===== src/hdl/assert_macros.svh =====
// Assertion macros shared by the modules that carry checks.
// Each macro samples on the rising edge of clk_i and is disabled while rst_ni is low.
`ifndef ASSERT_MACROS_SVH
`define ASSERT_MACROS_SVH

// The consequent must hold in the same cycle as the antecedent.
`define ETT_ASSERT_SAME(label, ante, cons) \
  label: assert property (@(posedge clk_i) disable iff (!rst_ni) (ante) |-> (cons)) \
    else $error("eligibility trace table: same-cycle check failed");

// The consequent must hold in the cycle after the antecedent.
`define ETT_ASSERT_NEXT(label, ante, cons) \
  label: assert property (@(posedge clk_i) disable iff (!rst_ni) (ante) |=> (cons)) \
    else $error("eligibility trace table: next-cycle check failed");

`endif


===== src/hdl/ett_pkg.sv =====
package ett_pkg;

  localparam int unsigned TRACE_W   = 24;
  localparam int unsigned DECAY_W   = 16;
  localparam int unsigned CMD_W     = 3;
  localparam int unsigned INDEX_W   = 8;
  localparam int unsigned CFG_IDX_W = 1;

  localparam logic [TRACE_W-1:0] ONE_Q816 = 24'h010000;
  localparam logic [TRACE_W-1:0] MAX_Q816 = 24'hFFFFFF;

  localparam logic [DECAY_W-1:0] DECAY_RESET = 16'd58982;
  localparam logic [TRACE_W-1:0] PRUNE_RESET = 24'd655;

  typedef enum logic [CMD_W-1:0] {
    CMD_DECAY = 3'd0,
    CMD_VISIT = 3'd1,
    CMD_PRUNE = 3'd2,
    CMD_READ  = 3'd3,
    CMD_CLEAR = 3'd4
  } cmd_e;

  typedef enum logic [CFG_IDX_W-1:0] {
    CFG_DECAY_RATE      = 1'b0,
    CFG_PRUNE_THRESHOLD = 1'b1
  } cfg_idx_e;

  typedef struct packed {
    logic [CMD_W-1:0]   cmd;
    logic [INDEX_W-1:0] state_index;
    logic               replacing;
  } in_item_t;

  typedef struct packed {
    logic [TRACE_W-1:0] trace_value;
    logic               present;
  } out_item_t;

  typedef struct packed {
    logic load;
    logic sweep_step;
    logic sweep_clear;
    logic commit;
  } ctl_t;

  typedef struct packed {
    logic sweep_last;
    logic out_free;
  } sts_t;

endpackage


===== src/hdl/ett_ctrl.sv =====
module ett_ctrl (
  input  logic                         clk_i,
  input  logic                         rst_ni,
  input  logic                         in_valid_i,
  input  logic [ett_pkg::CMD_W-1:0]    in_cmd_i,
  output logic                         in_ready_o,
  input  ett_pkg::sts_t                sts_i,
  output ett_pkg::ctl_t                ctl_o
);

  typedef enum logic [2:0] {
    ST_INIT,
    ST_IDLE,
    ST_SWEEP,
    ST_CLEAR,
    ST_DRAIN,
    ST_RESPOND
  } state_e;

  state_e state_q, state_d;
  logic   in_ready_q;

  always_comb begin
    state_d = state_q;
    ctl_o   = '0;
    unique case (state_q)
      ST_INIT: begin
        ctl_o.sweep_step  = 1'b1;
        ctl_o.sweep_clear = 1'b1;
        if (sts_i.sweep_last) begin
          state_d = ST_IDLE;
        end
      end
      ST_IDLE: begin
        if (in_valid_i) begin
          ctl_o.load = 1'b1;
          case (in_cmd_i) inside
            ett_pkg::CMD_DECAY, ett_pkg::CMD_PRUNE: state_d = ST_SWEEP;
            ett_pkg::CMD_CLEAR:                     state_d = ST_CLEAR;
            default:                                state_d = ST_RESPOND;
          endcase
        end
      end
      ST_SWEEP: begin
        ctl_o.sweep_step = 1'b1;
        if (sts_i.sweep_last) begin
          state_d = ST_DRAIN;
        end
      end
      ST_CLEAR: begin
        ctl_o.sweep_step  = 1'b1;
        ctl_o.sweep_clear = 1'b1;
        if (sts_i.sweep_last) begin
          state_d = ST_RESPOND;
        end
      end
      ST_DRAIN: begin
        state_d = ST_RESPOND;
      end
      ST_RESPOND: begin
        if (sts_i.out_free) begin
          ctl_o.commit = 1'b1;
          state_d      = ST_IDLE;
        end
      end
      default: begin
        state_d = ST_INIT;
      end
    endcase
  end

  always_ff @(posedge clk_i or negedge rst_ni) begin
    if (!rst_ni) begin
      state_q    <= ST_INIT;
      in_ready_q <= 1'b0;
    end else begin
      state_q    <= state_d;
      in_ready_q <= (state_d == ST_IDLE);
    end
  end

  assign in_ready_o = in_ready_q;

endmodule


===== config.mk =====
export PLATFORM = sky130hd
export DESIGN_NAME = ett_ctrl
export DESIGN_NICKNAME = d
export VERILOG_FILES = /design/src/hdl/assert_macros.svh /design/src/hdl/ett_pkg.sv /design/src/hdl/ett_ctrl.sv
export SDC_FILE = /design/constraint.sdc
export NUM_CORES = 1
export LEC_CHECK = 0
export ABC_AREA = 1
export BUFFER_PORTS_ARGS = -buffer_cell sky130_fd_sc_hd__buf_2
export CAP_MARGIN = 40
export CORE_AREA = 2 2 39 41
export DETAILED_ROUTE_END_ITERATION = 10
export DIE_AREA = 0 0 41 43
export PLACE_DENSITY = 0.38
export SYNTH_ARGS = -nofsm -noshare
export SYNTH_HDL_FRONTEND = slang
export SYNTH_SLANG_ARGS = --single-unit
export TNS_END_PERCENT = 30

===== constraint.sdc =====
create_clock -name clk_i -period 1.9 [get_ports clk_i]
set_clock_uncertainty 0.05 [all_clocks]
set_input_delay 0.095 -clock clk_i [delete_from_list [all_inputs] [get_ports clk_i]]
set_output_delay 0.095 -clock clk_i [all_outputs]
set_load 0.1 [all_outputs]

==> summary.txt, run 1 <==
Yosys
  • Mapped Cells: 41
  • Largest cells by area after synthesis: dfrtp_1 (36%), nand2_1 (12%), nand3_2 (11%)
  • Most frequent cell after synthesis: nand2_1
  • Area leader, netlist: dfrtp_1
  • Synth top area share: between 30% and 40%
  • Most frequent cells after synthesis: nand2_1 (9), nor2_1 (7), inv_1 (6)
  • Avg Cell Area, Syn: between 6 and 7 um2
  • Synthesized area: 280 um2
  • EDFF count, synth: 0
  • Asr flop ratio synth: between 90% and 100%
  • Count of different cell masters after synthesis: 13
  • Yosys warning total: 0
  • #FFs+latches synth: 4
  • Syn nets: 49
  • Seq/Total Area, Yosys: 35.7%
  • Top_reg_cell synth: dfrtp_1

Critical path
  • Worst Path Buf+Inv: 2
  • Kind of end point of the critical path: output port
  • Crit path cell chain: inv_2, nor4_4, buf_2
  • Max FO, Critical Path: 7
  • CP Class: flip-flop to output port
  • WP data arrival: about 1.5 ns
  • CP top delay family: buffers and inverters
  • Worst path max stage delay: 0.46 ns
  • Slowest cell on crit path: buf_2
  • CP required: roughly 1.8 ns
  • Startpoint Class: flip-flop

Route
  • DRC Markers: 0
  • Antenna viol nets, final: 0
  • Vias: a little over 300
  • Vias per Instance: approximately 4.2
  • First-pass DRT Iterations: 2
  • WL/cell: just over 8 um
  • Routed WL: slightly above 600 um
  • Drt initial violations: 5

Timing
  • Worst-margin pin slew: 0.486 ns
  • Final hold vios: 0
  • Normalized max-slew margin: between 60% and 70%
  • Period minus WS final: approximately 1.6 ns
  • Final Setup Violations: 0
  • RSZ-0062 raised after global routing: no
  • Final Slew Violations: 0
  • Final Cycle Share: a little under nine tenths
  • WHS: about 0.13 ns
  • Final WS setup: approximately 0.27 ns
  • Fmax: 612 MHz

Final layout
  • Fill cell count: 159
  • Area grow syn2layout: 45.5%
  • Share of cells above drive strength 1: 38.6%
  • Non-Filler Instances: 73
  • Nets@finish: 67
  • Diodes inserted: 0

Place
  • Placed cells: 69
  • DPL Wire Length: ~530 um
  • Pre-CTS WS: just under 0.5 ns
  • RePlAce Congestion: slightly above 0.7
  • Port Buffers: 12

Floorplanning
  • Row count: 14
  • Die height: 43 um
  • Die ar.: 1760 um2
  • Chip Width: approximately 41 um
  • # IOs: 13
  • Initial Util: between 20% and 30%
  • Core area: about 1400 um2

CTS
  • Clk slew on worst S/H paths: around 0.03 ns
  • TritonCTS clock tree: yes
  • CTS Buf Count: 3
  • CTS root buffer: clkbuf_4
  • Clock Sink Count: 4
  • Clock latency on the worst-skew pair: roughly 0.23 ns
  • CTS Buffer Depth: 2
  • Post-CTS Setup Inserts: 0
  • CTS H-tree lvls: 1

Global routing
  • GR Overflow Total: 0
  • Initial antenna violation count: 0
  • Largest net degree at the start of global routing: 8
  • First-pass GRT wire length: 1.02 mm
  • Total Routing Usage GR: between 8 and 9%
  • Vias in the first global route: between 200 and 300

Hold path
  • HP Class: primary input to flip-flop

Flow run
  • Maxcap violations: 0

Outcome
  • Status: complete, no violations
-- timing repair --
action	4_1_cts	5_1_grt
resized for setup	0	0
endpoints found under the hold margin	4	0
hold buffers	1	0
-- cell type report --
cell class              count  area (um2)  area share, %
repair buffers             13        70.1           17.2
well taps                  16        20.0           4.91
multi-input cells          29         165           40.5
clock buffers               3        22.5           5.52
inverters                   8        30.0           7.36
flip-flops and latches      4         100           24.5
-- layout by cell type, fill, tap and decap left out --
cell type,count
buf_2,12
nand2_1,9
nor2_1,7
inv_1,6
dfrtp_1,4
nand3_2,3
clkbuf_4,3
inv_2,2
nand3_1,2
nand4_1,2
a21oi_1,2
o211ai_1,1
nor2_2,1
nand3b_1,1
nor4_4,1
dlygate4sd3_1,1
-- final timing paths --
kind | start | endpoint | slack, ns | depth (start not counted)
min in group asynchronous | rst_ni | state_q[0] | 0.14 | 2
max | state_q[2] | ctl_o[0] | 0.27 | 3
min reg2reg | state_q[2] | state_q[2] | 0.64 | 2
min | sts_i[1] | state_q[2] | 0.13 | 3
max in group asynchronous | rst_ni | state_q[1] | 1.54 | 2
max reg2reg | state_q[2] | in_ready_o | 0.76 | 6
-- tightest hold or removal path, cell delays in order --
cell,delay (ns)
buf_2,0.10
nand3_1,0.09
nand3_2,0.09
-- registers in the layout, indices dropped and copies added (netlist names) --
register,count
in_ready_o,1
state_q,3
-- metrics by stage --
step	TNS, ns	util [%]	cell area (um2)
floorplan	-0.608	-	295
global placement	0	27.1	375
detailed placement	0	27.1	375
CTS	0	29.5	408
global route	0	29.5	408
finish	0	29.5	408
-- logic make-up (layout without fill, tap and decap cells) --
logic type,Yosys count,count (layout),share of synthesized area (%)
AND/OR/NAND/NOR,26,26,47.3
AO/OA/AOI/OAI,3,3,6.25
flip-flops,4,4,35.7
buffers and inverters,8,24,10.7
-- per-layer routing --
layer  vias up  part of all wire (%)  track usage [%]
li1        168                     -                -
met1       132                    41             8.44
met2         7                    51             13.4
met3         0                   8.4             5.76
met4         0                     0             6.00
met5         -                     0                0
Power of run 1 is not shown: default switching activity piles up to over one toggle a cycle in this logic, so the estimate is an artifact.
==> inputs of run 2 (changes only) <==
- BUFFER_PORTS_ARGS: -buffer_cell sky130_fd_sc_hd__buf_2 -> -buffer_cell sky130_fd_sc_hd__buf_4
==> summary.txt, run 2 (synthesis gave the netlist of run 1 again) <==
Outcome
  • Status: complete, no violations

Final layout
  • Commonest cells after routing, fill and taps aside: buf_4 (12), nand2_1 (9), nor2_1 (7)
  • Final instance area: 438 um2 (+7.4%)
  • Area grow syn2layout: 56.2%
  • Share of cells above drive strength 1: 38.6% (unchanged)
  • Diodes inserted: 0 (unchanged)
  • Non-Filler Instances: 73 (unchanged)
  • Nets@finish: 67 (unchanged)
  • Fill cell count: 162 (+1.9%)
  • Biggest register: state_q
  • Largest register FFs: 3 (unchanged)
  • Most common cell after layout, fill and taps aside: buf_4

Critical path
  • Crit path from: state_q[2]
  • WP data arrival: 1.35 ns (-0.14 ns)
  • Worst R2R Start: state_q[2]
  • Kind of end point of the critical path: output port
  • Crit path cell chain: inv_2, nor4_4, buf_4
  • CP required: 1.75 ns (about the same)
  • Max FO, Critical Path: 7 (unchanged)
  • Slowest cell on crit path: dfrtp_1
  • Worst path max stage delay: 0.43 ns (-0.03 ns)
  • CP Class: flip-flop to output port
  • Startpoint Class: flip-flop

Route
  • Drt initial violations: 9 (+4)
  • Antenna viol nets, final: 0 (unchanged)
  • Routed WL: 658 um (+8.4%)
  • First-pass DRT Iterations: 3 (+1)
  • Vias: 310 (+0.98%)
  • Vias per Instance: 4.25 (+0.98%)
  • WL/cell: 9.01 um (+8.4%)
  • DRC Markers: 0 (unchanged)

Hold path
  • Hold path startpoint: sts_i[1]
  • HP Class: primary input to flip-flop

CTS
  • CTS Buf Count: 3 (unchanged)
  • Clk slew on worst S/H paths: 0.03 ns (about the same)
  • TritonCTS clock tree: yes
  • # resized after CTS: 0 (unchanged)
  • CTS H-tree lvls: 1 (unchanged)
  • CTS root buffer: clkbuf_4
  • Clock latency on the worst-skew pair: 0.23 ns (about the same)
  • Clock Sink Count: 4 (unchanged)
  • Hold Buf Count CTS: 1 (unchanged)
  • CTS Buffer Depth: 2 (unchanged)
  • Post-CTS Setup Inserts: 0 (unchanged)

Timing
  • Final Cycle Share: 78.7% (-7.4 points)
  • Final hold vios: 0 (unchanged)
  • Worst-margin pin slew: 0.268 ns (-0.218 ns)
  • RSZ-0062 raised after global routing: no
  • Setup TNS: 0 ns (unchanged)
  • Fmax: 669 MHz (+9.3%)
  • Normalized max-slew margin: 82.2% (+14 points)
  • Final Setup Violations: 0 (unchanged)
  • Period minus WS final: 1.50 ns (-0.140 ns)
  • Final Slew Violations: 0 (unchanged)

Floorplanning
  • Initial Util: 20.3% (unchanged)
  • Chip Width: 41 um (unchanged)
  • Die height: 43 um (unchanged)
  • # IOs: 13 (unchanged)
  • Row count: 14 (unchanged)
  • Die ar.: 1760 um2 (unchanged)
  • Core area: 1380 um2 (unchanged)

Global routing
  • Initial antenna violation count: 0 (unchanged)
  • Largest net degree at the start of global routing: 8 (unchanged)
  • First-pass GRT wire length: 1.15 mm (+13%)
  • GR Overflow Total: 0 (unchanged)
  • Total Routing Usage GR: 10.3% (+1.3 points)
  • Vias in the first global route: 284 (-1.4%)

Place
  • Post-DP Area: 405 um2 (+8.0%)
  • Port Buffers: 12 (unchanged)
  • Placed cells: 69 (unchanged)
  • DPL Wire Length: 568 um (+6.7%)
  • RePlAce Congestion: 0.690 (-1.9%)

Flow run
  • Maxcap violations: 0 (unchanged)
-- run 2: cell counts in the layout (fill, tap and decap cells not counted) --
No cell type changed its count.
-- run 2: worst paths after layout --
kind,slack [ns],depth (start not counted),endpoint
max,0.40,3,ctl_o[0]
min,0.12,3,state_q[2]
max reg2reg,0.75,6,in_ready_o
min reg2reg,0.66,2,state_q[2]
max in group asynchronous,1.55,2,state_q[2]
min in group asynchronous,0.15,2,state_q[0]
-- run 2: layer usage --
metal | track usage (%) | share of wire [%] | up-vias
met2 | 14.7 | 50 | 7
met4 | 6.00 | 0 | 0
met5 | 0 | 0 | -
met3 | 6.28 | 3.3 | 0
li1 | - | - | 166
met1 | 11.1 | 47 | 137
-- run 2: area by class of cell --
class	instances	area (um2)	share of cell area [%]
clock buffer	3	22.5	5.14
inverter	8	30.0	6.86
multi-input combinational	29	165	37.7
sequential	4	100	22.9
tap	16	20.0	4.57
timing repair buffer	13	100	22.9
-- run 2: worst max-delay path: cells and delay by family, from the launching register on --
kind,cells,cell delay [ns]
buf+inv,2,0.43
flops,1,0.43
simple gates,1,0.25
-- run 2: through the flow --
stage / hold slack, ns / util, % / worst slack, ns
2_1_floorplan: -0.251 / - / -0.322
3_3_place_gp: -0.156 / 29.3 / 0.620
3_5_place_dp: -0.157 / 29.3 / 0.626
4_1_cts: 0.114 / 31.6 / 0.382
5_1_grt: 0.123 / 31.6 / 0.307
6_report: 0.118 / 31.6 / 0.405
Power of run 2 is left out for the same reason.
